===== src/hdl/lgs_pkg.sv =====
// ----------------------------------------------------------------------------
// lgs_pkg
// Shared constants, operation codes and controller/datapath interface types
// for the life grid generation step block.
// ----------------------------------------------------------------------------
package lgs_pkg;

    // Grid geometry: row and column indexes are IDX_W bits wide
    localparam int IDX_W    = 5;
    localparam int GRID_MAX = 1 << IDX_W;
    localparam int SIZE_W   = 6;
    localparam int CNT_W    = 4;

    localparam logic [SIZE_W-1:0] SIZE_RESET = SIZE_W'(20);

    // Operation codes
    localparam logic [1:0] OP_WRITE = 2'd0;
    localparam logic [1:0] OP_STEP  = 2'd1;
    localparam logic [1:0] OP_READ  = 2'd2;

    // One row of cells, bit c is column c
    typedef logic [GRID_MAX-1:0] t_row;

    // Controller to datapath commands
    typedef struct packed {
        logic load;      // latch the accepted word
        logic cell_wr;   // write one cell
        logic cell_rd;   // read the row of one cell
        logic rd_up;     // read last active row (up neighbor of row 0)
        logic rd_row0;   // read row 0
        logic row_rd;    // read row below the current one
        logic cap_prev;  // capture read data as previous row
        logic cap_cur;   // capture read data as current row and row 0 copy
        logic row_wr;    // write back computed row, shift row window
        logic finish;    // present a result word
        logic use_rd;    // result carries read data
    } t_cmd;

    // Datapath to controller status
    typedef struct packed {
        logic last_row;  // row counter sits on last active row
    } t_stat;

endpackage


===== src/hdl/lgs_ctrl.sv =====
// ----------------------------------------------------------------------------
// lgs_ctrl
// Operation sequencer: decodes accepted words and steps the datapath through
// cell writes, cell reads and the row-by-row generation sweep.
// ----------------------------------------------------------------------------
module lgs_ctrl import lgs_pkg::*; (
    input  logic       i_clk,
    input  logic       i_rst_n,
    input  logic       i_start,
    input  logic [1:0] i_operation,
    input  t_stat      i_stat,
    output logic       o_busy,
    output t_cmd       o_cmd
);

    localparam logic [3:0] S_IDLE      = 4'd0;
    localparam logic [3:0] S_WRITE     = 4'd1;
    localparam logic [3:0] S_NOP       = 4'd2;
    localparam logic [3:0] S_READ      = 4'd3;
    localparam logic [3:0] S_READ_WAIT = 4'd4;
    localparam logic [3:0] S_LD_UP     = 4'd5;
    localparam logic [3:0] S_LD_CUR    = 4'd6;
    localparam logic [3:0] S_LD_WAIT   = 4'd7;
    localparam logic [3:0] S_ROW_RD    = 4'd8;
    localparam logic [3:0] S_ROW_WR    = 4'd9;

    logic [3:0] r_state;
    logic [3:0] n_state;

    // Next state and command decode
    always_comb begin
        n_state = r_state;
        o_cmd   = '0;
        case (r_state)
            S_IDLE: begin
                if (i_start) begin
                    o_cmd.load = 1'b1;
                    case (i_operation)
                        OP_WRITE: n_state = S_WRITE;
                        OP_STEP:  n_state = S_LD_UP;
                        OP_READ:  n_state = S_READ;
                        default:  n_state = S_NOP;
                    endcase
                end
            end
            S_WRITE: begin
                o_cmd.cell_wr = 1'b1;
                o_cmd.finish  = 1'b1;
                n_state       = S_IDLE;
            end
            S_NOP: begin
                o_cmd.finish = 1'b1;
                n_state      = S_IDLE;
            end
            S_READ: begin
                o_cmd.cell_rd = 1'b1;
                n_state       = S_READ_WAIT;
            end
            S_READ_WAIT: begin
                o_cmd.finish = 1'b1;
                o_cmd.use_rd = 1'b1;
                n_state      = S_IDLE;
            end
            // Prime the row window: last row as up neighbor, then row 0
            S_LD_UP: begin
                o_cmd.rd_up = 1'b1;
                n_state     = S_LD_CUR;
            end
            S_LD_CUR: begin
                o_cmd.rd_row0  = 1'b1;
                o_cmd.cap_prev = 1'b1;
                n_state        = S_LD_WAIT;
            end
            S_LD_WAIT: begin
                o_cmd.cap_cur = 1'b1;
                n_state       = S_ROW_RD;
            end
            // Per row: fetch the row below (wrap uses the saved row 0), then write
            S_ROW_RD: begin
                o_cmd.row_rd = !i_stat.last_row;
                n_state      = S_ROW_WR;
            end
            S_ROW_WR: begin
                o_cmd.row_wr = 1'b1;
                if (i_stat.last_row) begin
                    o_cmd.finish = 1'b1;
                    n_state      = S_IDLE;
                end else begin
                    n_state = S_ROW_RD;
                end
            end
            default: begin
                n_state = S_IDLE;
            end
        endcase
    end

    always_ff @(posedge i_clk) begin
        if (!i_rst_n) begin
            r_state <= S_IDLE;
        end else begin
            r_state <= n_state;
        end
    end

    assign o_busy = (r_state != S_IDLE);

    // Accepted word always leaves idle
    a_accept_busy: assert property (@(posedge i_clk) disable iff (!i_rst_n)
        (i_start && !o_busy) |=> o_busy)
        else $error("accepted word did not make the block busy");

    // A result ends the operation
    a_finish_idle: assert property (@(posedge i_clk) disable iff (!i_rst_n)
        o_cmd.finish |=> (r_state == S_IDLE))
        else $error("result issued but sequencer did not return to idle");

    // Single read port: at most one address source per cycle
    a_one_read: assert property (@(posedge i_clk) disable iff (!i_rst_n)
        $onehot0({o_cmd.cell_rd, o_cmd.rd_up, o_cmd.rd_row0, o_cmd.row_rd}))
        else $error("more than one grid read requested");

endmodule


===== src/hdl/lgs_datapath.sv =====
// ----------------------------------------------------------------------------
// lgs_datapath
// Grid row memory with per-row valid bits, grid size register, three-row
// window and the 32-lane neighbor count / rule logic for one row per write.
// ----------------------------------------------------------------------------
module lgs_datapath import lgs_pkg::*; (
    input  logic              i_clk,
    input  logic              i_rst_n,
    input  t_cmd              i_cmd,
    output t_stat             o_stat,
    input  logic              i_cfg_wr_en,
    input  logic [SIZE_W-1:0] i_cfg_wr_data,
    input  logic [1:0]        i_operation,
    input  logic [IDX_W-1:0]  i_row,
    input  logic [IDX_W-1:0]  i_column,
    input  logic              i_cell_value,
    output logic              o_done,
    output logic              o_read_value,
    output logic [1:0]        o_completed_operation
);

    localparam logic [CNT_W-1:0] BIRTH_COUNT = CNT_W'(3);
    localparam logic [CNT_W-1:0] KEEP_COUNT  = CNT_W'(2);

    logic [SIZE_W-1:0] r_grid_size;
    logic [SIZE_W-1:0] size_eff;
    logic [IDX_W-1:0]  nm1;

    logic [1:0]       r_op;
    logic [IDX_W-1:0] r_row;
    logic [IDX_W-1:0] r_col;
    logic             r_val;

    t_row r_mem [GRID_MAX];
    t_row r_valid;
    t_row r_rdata;
    logic r_rvld;
    t_row rdata_eff;

    t_row r_prev;
    t_row r_cur;
    t_row r_row0;
    t_row dn_row;
    t_row new_row;
    logic [IDX_W-1:0] r_idx;

    logic             rd_en;
    logic [IDX_W-1:0] rd_addr;
    logic             wr_en;
    logic [IDX_W-1:0] wr_addr;
    t_row             wr_mask;
    t_row             wr_data;

    logic             r_done;
    logic             r_rd_val;
    logic [1:0]       r_op_out;

    // Grid size register
    always_ff @(posedge i_clk) begin
        if (!i_rst_n) begin
            r_grid_size <= SIZE_RESET;
        end else if (i_cfg_wr_en) begin
            r_grid_size <= i_cfg_wr_data;
        end
    end

    // Clamp size to 1..GRID_MAX
    always_comb begin
        if (r_grid_size == '0) begin
            size_eff = SIZE_W'(1);
        end else if (r_grid_size > SIZE_W'(GRID_MAX)) begin
            size_eff = SIZE_W'(GRID_MAX);
        end else begin
            size_eff = r_grid_size;
        end
        nm1 = IDX_W'(size_eff - SIZE_W'(1));
    end

    // Accepted word
    always_ff @(posedge i_clk) begin
        if (i_cmd.load) begin
            r_op  <= i_operation;
            r_row <= i_row;
            r_col <= i_column;
            r_val <= i_cell_value;
        end
    end

    // Row counter for the generation sweep
    always_ff @(posedge i_clk) begin
        if (!i_rst_n) begin
            r_idx <= '0;
        end else if (i_cmd.load) begin
            r_idx <= '0;
        end else if (i_cmd.row_wr && !o_stat.last_row) begin
            r_idx <= r_idx + IDX_W'(1);
        end
    end

    assign o_stat.last_row = (r_idx == nm1);

    // Read address select
    always_comb begin
        rd_en = i_cmd.cell_rd | i_cmd.rd_up | i_cmd.rd_row0 | i_cmd.row_rd;
        if (i_cmd.cell_rd) begin
            rd_addr = r_row;
        end else if (i_cmd.rd_up) begin
            rd_addr = nm1;
        end else if (i_cmd.rd_row0) begin
            rd_addr = '0;
        end else begin
            rd_addr = r_idx + IDX_W'(1);
        end
    end

    // Unwritten rows read as dead
    assign rdata_eff = r_rvld ? r_rdata : '0;
    assign dn_row    = o_stat.last_row ? r_row0 : rdata_eff;

    // Next row: neighbor count per column, torus wrap at the active size
    always_comb begin
        logic [CNT_W-1:0] cnt;
        logic ul, ur, ml, mr, dl, dr;
        new_row = r_cur;
        for (int c = 0; c < GRID_MAX; c++) begin
            if (c == 0) begin
                ul = r_prev[nm1];
                ml = r_cur[nm1];
                dl = dn_row[nm1];
            end else begin
                ul = r_prev[c-1];
                ml = r_cur[c-1];
                dl = dn_row[c-1];
            end
            if (c == GRID_MAX-1 || IDX_W'(c) == nm1) begin
                ur = r_prev[0];
                mr = r_cur[0];
                dr = dn_row[0];
            end else begin
                ur = r_prev[c+1];
                mr = r_cur[c+1];
                dr = dn_row[c+1];
            end
            cnt = CNT_W'(ul) + CNT_W'(r_prev[c]) + CNT_W'(ur)
                + CNT_W'(ml) + CNT_W'(mr)
                + CNT_W'(dl) + CNT_W'(dn_row[c]) + CNT_W'(dr);
            if (IDX_W'(c) <= nm1) begin
                new_row[c] = (cnt == BIRTH_COUNT) | ((cnt == KEEP_COUNT) & r_cur[c]);
            end
        end
    end

    // Write port: whole row on the sweep, one cell (full row if unwritten) otherwise
    always_comb begin
        wr_en = i_cmd.cell_wr | i_cmd.row_wr;
        if (i_cmd.row_wr) begin
            wr_addr = r_idx;
            wr_mask = '1;
            wr_data = new_row;
        end else begin
            wr_addr = r_row;
            wr_mask = r_valid[r_row] ? (t_row'(1) << r_col) : '1;
            wr_data = t_row'(r_val) << r_col;
        end
    end

    // Grid memory, bit-enable write
    always_ff @(posedge i_clk) begin
        if (wr_en) begin
            for (int i = 0; i < GRID_MAX; i++) begin
                if (wr_mask[i]) begin
                    r_mem[wr_addr][i] <= wr_data[i];
                end
            end
        end
    end

    // Registered read
    always_ff @(posedge i_clk) begin
        if (rd_en) begin
            r_rdata <= r_mem[rd_addr];
            r_rvld  <= r_valid[rd_addr];
        end
    end

    // Row valid bits, cleared at reset
    always_ff @(posedge i_clk) begin
        if (!i_rst_n) begin
            r_valid <= '0;
        end else if (wr_en) begin
            r_valid[wr_addr] <= 1'b1;
        end
    end

    // Row window
    always_ff @(posedge i_clk) begin
        if (i_cmd.cap_prev) begin
            r_prev <= rdata_eff;
        end
        if (i_cmd.cap_cur) begin
            r_cur  <= rdata_eff;
            r_row0 <= rdata_eff;
        end
        if (i_cmd.row_wr) begin
            r_prev <= r_cur;
            r_cur  <= dn_row;
        end
    end

    // Result word
    always_ff @(posedge i_clk) begin
        if (!i_rst_n) begin
            r_done <= 1'b0;
        end else begin
            r_done <= i_cmd.finish;
        end
    end

    always_ff @(posedge i_clk) begin
        if (i_cmd.finish) begin
            r_op_out <= r_op;
            r_rd_val <= i_cmd.use_rd ? rdata_eff[r_col] : 1'b0;
        end
    end

    assign o_done                = r_done;
    assign o_read_value          = r_rd_val;
    assign o_completed_operation = r_op_out;

    // Sweep never writes beyond the active rows
    a_row_in_range: assert property (@(posedge i_clk) disable iff (!i_rst_n)
        i_cmd.row_wr |-> (r_idx <= nm1))
        else $error("row write outside active grid");

endmodule


===== src/hdl/life_grid_generation_step.sv =====
// ----------------------------------------------------------------------------
// life_grid_generation_step
// Game of Life (B3/S23) grid on a torus with cell write, cell read and an
// in-place next-generation step.
// ----------------------------------------------------------------------------
// Usage:
//   Command channel: a word (operation, row, column, cell_value) is taken at
//   a clock edge with i_start high and o_busy low.
//   Result channel: o_done is high for one cycle with o_read_value and
//   o_completed_operation; the receiver must take it, there is no stall.
//   Config: i_cfg_wr_en writes grid_size; write only while idle.
// Sequence (accepted word to o_done):
//   write and unused code issue the result from their own state; read adds a
//   wait state for the registered grid read; step first primes the row window
//   (read last row, read row 0, capture row 0), then sweeps each active row
//   with a fetch state for the row below and a write-back state for the
//   computed row. In all cases the result register drives o_done. A new word
//   can be taken in the cycle o_done is high.
// Reset: grid_size returns to 20 and all rows read as dead through per-row
//   valid bits, so the block is ready right after reset with no clearing
//   pass.
// ----------------------------------------------------------------------------
module life_grid_generation_step import lgs_pkg::*; (
    input  logic              i_clk,
    input  logic              i_rst_n,
    input  logic              i_start,
    output logic              o_busy,
    input  logic [1:0]        i_operation,
    input  logic [IDX_W-1:0]  i_row,
    input  logic [IDX_W-1:0]  i_column,
    input  logic              i_cell_value,
    output logic              o_done,
    output logic              o_read_value,
    output logic [1:0]        o_completed_operation,
    input  logic              i_cfg_wr_en,
    input  logic [SIZE_W-1:0] i_cfg_wr_data
);

    t_cmd  cmd;
    t_stat stat;

    // Sequencer
    lgs_ctrl u_ctrl (
        .i_clk       (i_clk),
        .i_rst_n     (i_rst_n),
        .i_start     (i_start),
        .i_operation (i_operation),
        .i_stat      (stat),
        .o_busy      (o_busy),
        .o_cmd       (cmd)
    );

    // Grid storage and rule logic
    lgs_datapath u_datapath (
        .i_clk                 (i_clk),
        .i_rst_n               (i_rst_n),
        .i_cmd                 (cmd),
        .o_stat                (stat),
        .i_cfg_wr_en           (i_cfg_wr_en),
        .i_cfg_wr_data         (i_cfg_wr_data),
        .i_operation           (i_operation),
        .i_row                 (i_row),
        .i_column              (i_column),
        .i_cell_value          (i_cell_value),
        .o_done                (o_done),
        .o_read_value          (o_read_value),
        .o_completed_operation (o_completed_operation)
    );

endmodule


===== config.mk =====
export PLATFORM = sky130hd
export DESIGN_NAME = life_grid_generation_step
export DESIGN_NICKNAME = d
export VERILOG_FILES = /design/src/hdl/lgs_pkg.sv /design/src/hdl/lgs_ctrl.sv /design/src/hdl/lgs_datapath.sv /design/src/hdl/life_grid_generation_step.sv
export SDC_FILE = /design/constraint.sdc
export NUM_CORES = 2
export LEC_CHECK = 0
export BUFFER_PORTS_ARGS = -buffer_cell sky130_fd_sc_hd__buf_2
export CAP_MARGIN = 20
export CORE_ASPECT_RATIO = 1.5
export CORE_MARGIN = 2
export CORE_UTILIZATION = 60
export CTS_CLUSTER_DIAMETER = 200
export DETAILED_ROUTE_END_ITERATION = 6
export GPL_TIMING_DRIVEN = 1
export PLACE_DENSITY = 0.75
export SLEW_MARGIN = 20
export SYNTH_ARGS = -nofsm -noshare
export SYNTH_HDL_FRONTEND = slang
export SYNTH_SLANG_ARGS = --single-unit

===== constraint.sdc =====
create_clock -name i_clk -period 22.9 [get_ports i_clk]
set_input_delay 6.87 -clock i_clk [delete_from_list [all_inputs] [get_ports i_clk]]
set_output_delay 6.87 -clock i_clk [all_outputs]
set_load 0.005 [all_outputs]

; ---- Word level (Yosys, flattened, before mapping)
; Memories as Yosys holds them, arrays and structs flattened. A register that Yosys moved wholly into a read port is not among the register bits.
; Cells that the tools add are included.
[word_totals]
ff_bits = 161
ram_bits = 1024
inputBits = 23
output_inout_bits = 5
word_cells = 738
mem_count = 1
[mem_list]
columns = name, depth, width, read_ports, rd_clocked_by_memory_dff, write_ports, line
row1 = u_datapath.r_mem, 32, 32, 1, 1, 1, lgs_datapath.sv:34  ; t_row r_mem [GRID_MAX];
[op_classes]
addsub = 226
order_cmp = 39
n_eq_ne = 107
shifts = 2
muxes = 266
n_bitwise = 70
n_reduce_logical = 12
[ops]
columns = op, n
row1 = adder 4 x 1 -> 4 bit, 192
row2 = two-way mux 32 bit, 9
row3 = "== test 4 x 2 -> 1 bit, second input constant", 66
row4 = two-way mux 1 bit, 239
row5 = "<= comparator 5 bit, first input constant", 16
row6 = "== test 5 bit, first input constant", 15
row7 = adder 1 x 1 -> 2 bit, 32
row8 = "== test 4 x 5 -> 1 bit, first input constant", 8
row9 = "<= comparator 4 x 5 -> 1 bit, first input constant", 8
row10 = bitwise OR 1 bit, 36
row11 = bitwise AND 1 bit, 32
row12 = bitwise OR 32 bit, 1
row13 = left shift 1 x 5 -> 32 bit, 1
row14 = "left shift 1 x 5 -> 32 bit, first input constant", 1
row15 = binary-select mux 1 bit (select 5 bit), 6
row16 = "< comparator 5 x 6 -> 1 bit, second input constant", 5
row17 = two-way mux 5 bit, 6
row18 = case mux 4 bit (7 select lines), 1
row19 = "== test 3 x 5 -> 1 bit, first input constant", 4
row20 = "<= comparator 3 x 5 -> 1 bit, first input constant", 4
row21 = "== test 4 x 3 -> 1 bit, second input constant", 4
row22 = "== test 2 x 5 -> 1 bit, first input constant", 2
row23 = "<= comparator 1 x 5 -> 1 bit, first input constant", 2
row24 = "<= comparator 2 x 5 -> 1 bit, first input constant", 2
row25 = 26 further kinds, 30

; ---- Logic depth before layout (Yosys ltp)
[logic_depth]
ltp_word = 18
depth_mapped = 30
ltp_nobuf = 26

; ---- By module
; From an unflattened synthesis, not the netlist that was laid out.
[hier_totals]
hier_cells = 4597
area_unflattened_um2 = 60055.1
[by_module_without_submodules]
columns = module, instances, cells_each, area_each_um2, seq_area_each_um2
row1 = lgs_datapath, 1, 4546, 59656.0, 35984.5
row2 = lgs_ctrl, 1, 51, 399.1, 80.1

; ---- Least setup slack after synthesis
; No wires, ideal clock.
[synth_path]
path_kind = register to output
startpoint = register u_ctrl.r_state[3]
endpoint = output port o_busy
arrival_time_ps = 974
required_time_ps = 16030
path_slack_ps = 15056
stages_incl_launch_ff = 5
n_path_buf = 2
path_cell_list = dfxtp_1 > buf_2 > clkbuf_1 > nor4_1 > inv_1
[synth_via]
elab_chain_len = 1
[synth_lines]
columns = item, line
row1 = "start, declared", lgs_ctrl.sv:27  ; logic [3:0] r_state;
row2 = "start signal, assigned", lgs_ctrl.sv:102  ; r_state <= n_state;
row3 = nonzero test 4 bit, lgs_ctrl.sv:106  ; assign o_busy = (r_state != S_IDLE);
row4 = "end, declared", life_grid_generation_step.sv:27  ; output logic o_busy,
; Every way passes these cells.

; ---- Worst setup path after layout
[layout_path]
startpoint = register u_ctrl.r_state[0]
endpoint = output port o_busy
; Same word-level chain as after synthesis.

==> summary.md <==
| Metric | Value |
|---|---|
| Power density over cell area | `between 60 and 70 mW/mm^2` |
| Vias in the first global route | `between 40000 and 50000` |
| Dominant register cell in the synthesized netlist | `edfxtp_1` |
| Start point of the worst min-delay path | `u_datapath.r_op[1]` |
| Cell type group with the largest total delay on the critical path | `simple AND/OR/NAND/NOR gates` |
| Cell type contributing the most total cell area after synthesis | `edfxtp_1` |
| Post-CTS Setup Bufs | `0` |
| Final critical path time including I/O delays and setup | `approximately 9.0 ns` |
| Largest cells by area after synthesis | `edfxtp_1, mux4_2, nor2_1` |
| Height of the chip | `approximately 390 um` |
| Final Wtd Congestion | `1.11` |
| Post-synth EDFFs | `roughly 1200` |
| Worst IR Drop VDD | `0.0557 mV` |
| TNS Setup | `0 ns` |
| CP Data Required Time | `16.03 ns` |
| Cell at the root of the clock tree | `clkbuf_16` |
| Number of hold-repair buffers added at the cts stage | `0` |
| Largest fanout of any net on the critical path | `16` |
| Average size of a mapped cell | `approximately 13 sq um` |
| CTS clock-pin slew for the worst setup and hold paths | `around 0.070 ns` |
| Maximum number of pins on one net before global-route repair | `106` |
| Synthesized flop and latch total | `roughly 1200` |
| Pre-Repair DR Iteration Count | `6` |
| Antenna-violating nets left | `0` |
| Clock buffers created by TritonCTS | `approximately 110` |
| DRC errors left | `0` |
| Worst setup slack for register-to-register paths | `14.30 ns` |
| Leakage component of the power | `about 28 nW` |
| Nets | `~5000` |
| Total of fill cells in the finished design | `about 7200` |
| Overall fraction of global-route tracks in use | `36.3%` |
| Ratio of routed vias to standard cells | `6.70` |
| Worst min-delay path class | `reg -> reg` |
| Layout overhead on the synthesized area | `9.15%` |
| RSZ-0062 raised after global routing | `no` |
| Post-synthesis sequential area ratio | `between 50% and 60%` |
| Number of port buffers | `27` |
| Register area | `0.0361 sq mm` |
| CTS tree | `yes` |
| Mean routed wirelength per cell | `30.9 um` |
| First-pass GRT wire length | `between 200000 and 300000 um` |
| Ranking of synthesized cells by instance count | `nor2_1, edfxtp_1, inv_1, clkbuf_1, mux4_2` |
| Routed via count | `40700` |
| Async set or reset register ratio after synthesis | `0%` |
| CP startpoint kind | `flip-flop` |
| Total grt overflow | `0` |
| Final core utilization | `65.9%` |
| Worst Reg-to-Reg Cells | `27` |
| Most numerous cell in the Yosys netlist | `nor2_1` |
| Area used by multi-input combinational logic | `~0.023 sq mm` |
| Outcome | `finished clean` |
| Number of placement rows | `between 100 and 150` |
| Post-Syn Instances | `4800` |
| Sink of the worst hold path | `u_datapath.o_completed_operation[1]` |
| Number of buffers and inverters on the critical path | `2` |
| Die area | `roughly 0.10 sq mm` |
| Detailed placer's ending HPWL | `around 110000 um` |
| Reported max-cap violation count | `0` |
| Htree depth | `3` |
| Number of setup violations in the final report | `0` |
| Chip Width | `264 um` |
| IO Pins | `28` |
| Clock Skew | `between 0.02 and 0.03 ns` |
| Combined area of all synthesized cells | `between 0.06 and 0.07 sq mm` |
| Worst setup path class | `reg -> out` |
| Worst hold path stage count | `0` |
| Total Routed Length | `187000 um` |
| Starting density of the core | `60.3%` |
| Chain of cells forming the critical path | `nor4_1, inv_1, buf_2` |
| Destination of the worst register-to-register timing path | `u_datapath.r_mem[23][25]` |
| Worst Tran Pin Value | `1.32 ns` |
| Total core area | `~0.10 sq mm` |
| Number of synthesis warnings | `0` |
| Post-cts sizing count | `0` |
| Data arrival, critical path | `2.16 ns` |
| Number of sinks on the clock net | `approximately 1200` |
| Largest stage delay on the critical path | `~0.7 ns` |
| Reg2Reg Launch Point | `u_datapath.r_grid_size[2]` |
| Final hold violation count | `0` |
| Final Slew Violations | `0` |
| Clock Latency Late Sink | `between 0.7 and 0.8 ns` |
| Number of DRC markers in iteration 0 | `approximately 5600` |
| Headroom to the max-slew limit | `approximately 11%` |
| Maximum buffer depth of the clock tree | `3` |
| Antenna violations before repair | `5` |
| Mapped Nets | `between 5000 and 6000` |
| Share of post-route cells with drive strength above 1 | `around 18%` |
| Critical Path Slowest Stage Cell | `nor4_1` |
| Synth top area share | `around 58%` |
| Diode count | `0` |
| Portion of the clock cycle consumed by the worst path in the final layout | `approximately two fifths` |
| Crit end category | `output port` |
| Unique masters post-synth | `67` |
| Max Clock Freq | `about 0.11 GHz` |
-- worst max path at each step --
stage / from / end / slack, ns / cells after the start
6_report: u_ctrl.r_state[0] / o_busy / 13.87 / 3
3_3_place_gp: u_datapath.r_grid_size[1] / u_datapath.r_mem[22][1] / 14.39 / 28
4_1_cts: u_ctrl.r_state[0] / o_busy / 13.89 / 3
5_1_grt: u_ctrl.r_state[0] / o_busy / 13.80 / 3
2_1_floorplan: u_ctrl.r_state[3] / o_busy / 15.06 / 4
3_5_place_dp: u_datapath.r_grid_size[1] / u_datapath.r_mem[22][1] / 14.28 / 28
-- layer usage --
metal  GRT usage [%]  up-vias  routed length [um]
li1                -    16800                   -
met1            44.3    20500               61300
met2            58.1     2634               89600
met3            8.36      731               21500
met4            24.3        4               14700
met5               0        -                  23
-- cell usage in the layout (no fill, tap or decap), types with 11 or more instances in the layout --
| cell | n |
|---|---|
| dfxtp_1 | 48 |
| a21oi_1 | 122 |
| nand2_2 | 26 |
| nor2_1 | 1176 |
| nor2b_1 | 18 |
| o22ai_1 | 74 |
| a21o_1 | 11 |
| mux4_2 | 291 |
| nand2_1 | 235 |
| edfxtp_1 | 1169 |
| buf_2 | 27 |
| nor3_1 | 25 |
| a2111oi_0 | 21 |
| mux2i_1 | 40 |
| clkbuf_16 | 110 |
| a21boi_0 | 34 |
| clkbuf_1 | 14 |
| nand3_1 | 35 |
| clkinv_1 | 29 |
| o21ai_0 | 168 |
| inv_1 | 346 |
| o22ai_4 | 23 |
| mux2_2 | 134 |
| ha_1 | 102 |
| buf_4 | 103 |
| a31oi_2 | 18 |
| clkinv_2 | 17 |
| fa_1 | 127 |
| a31oi_1 | 26 |
-- sequential cells by signal, indices dropped and copies added (netlist names) --
register and cells:
u_ctrl.r_state 4, u_datapath.o_completed_operation 2, u_datapath.o_done 1, u_datapath.o_read_value 1, u_datapath.r_col 5, u_datapath.r_cur 32
u_datapath.r_grid_size 6, u_datapath.r_idx 5, u_datapath.r_mem 1024, u_datapath.r_op 2, u_datapath.r_prev 32, u_datapath.r_rdata 32
u_datapath.r_row 5, u_datapath.r_row0 32, u_datapath.r_rvld 1, u_datapath.r_val 1, u_datapath.r_valid 32
-- layout make-up --
type,count,share of cell area [%]
Timing Repair Buffer,135,1.48
Tap cell,1305,2.46
Clock inverter,77,1.12
Clock buffer,124,4.22
Multi-Input combinational cell,2855,34.5
Inverter,350,1.98
Sequential cell,1217,54.3
-- report_power, final --
part,internal (mW),total [mW],switching [mW]
Sequential,2.42,2.43,0.00941
Clock,1.00,1.84,0.844
Combinational,0.0973,0.309,0.211
-- stage by stage --
step	cell area (sq um)	hold WS, ns	setup WS [ns]	total power, mW	instances
CTS	66200	0.421	13.89	4.58	6060
floorplan	60900	0.400	15.06	2.66	4800
finish	66500	0.423	13.87	4.58	6063
global route	66500	0.426	13.80	4.69	6063
detailed placement	62700	0.406	14.28	2.77	5859
global placement	62600	0.407	14.39	2.76	5858
-- worst register-to-register path, delay by kind of cell, from the launching register on --
kind	cells	cell delay (ns)
flops	1	0.36
compound gates	5	1.19
xor+xnor	1	0.18
buf+inv	8	2.13
mux	1	0.29
fa+ha+maj	5	1.84
simple gates	7	2.39
-- kinds of logic (layout without fill, tap and decap cells) --
logic type	after synthesis	count (layout)	synth area share, %
buffers and inverters	728	686	4.60
xor gates and xnor gates	14	14	0.232
AOI/OAI and AO/OA	557	557	5.48
DFF	1217	1217	59.2
adders and majority gates	229	229	6.27
muxes	466	466	13.9
and+or+nand+nor	1589	1589	10.3
(Power assumes the default switching activity.)
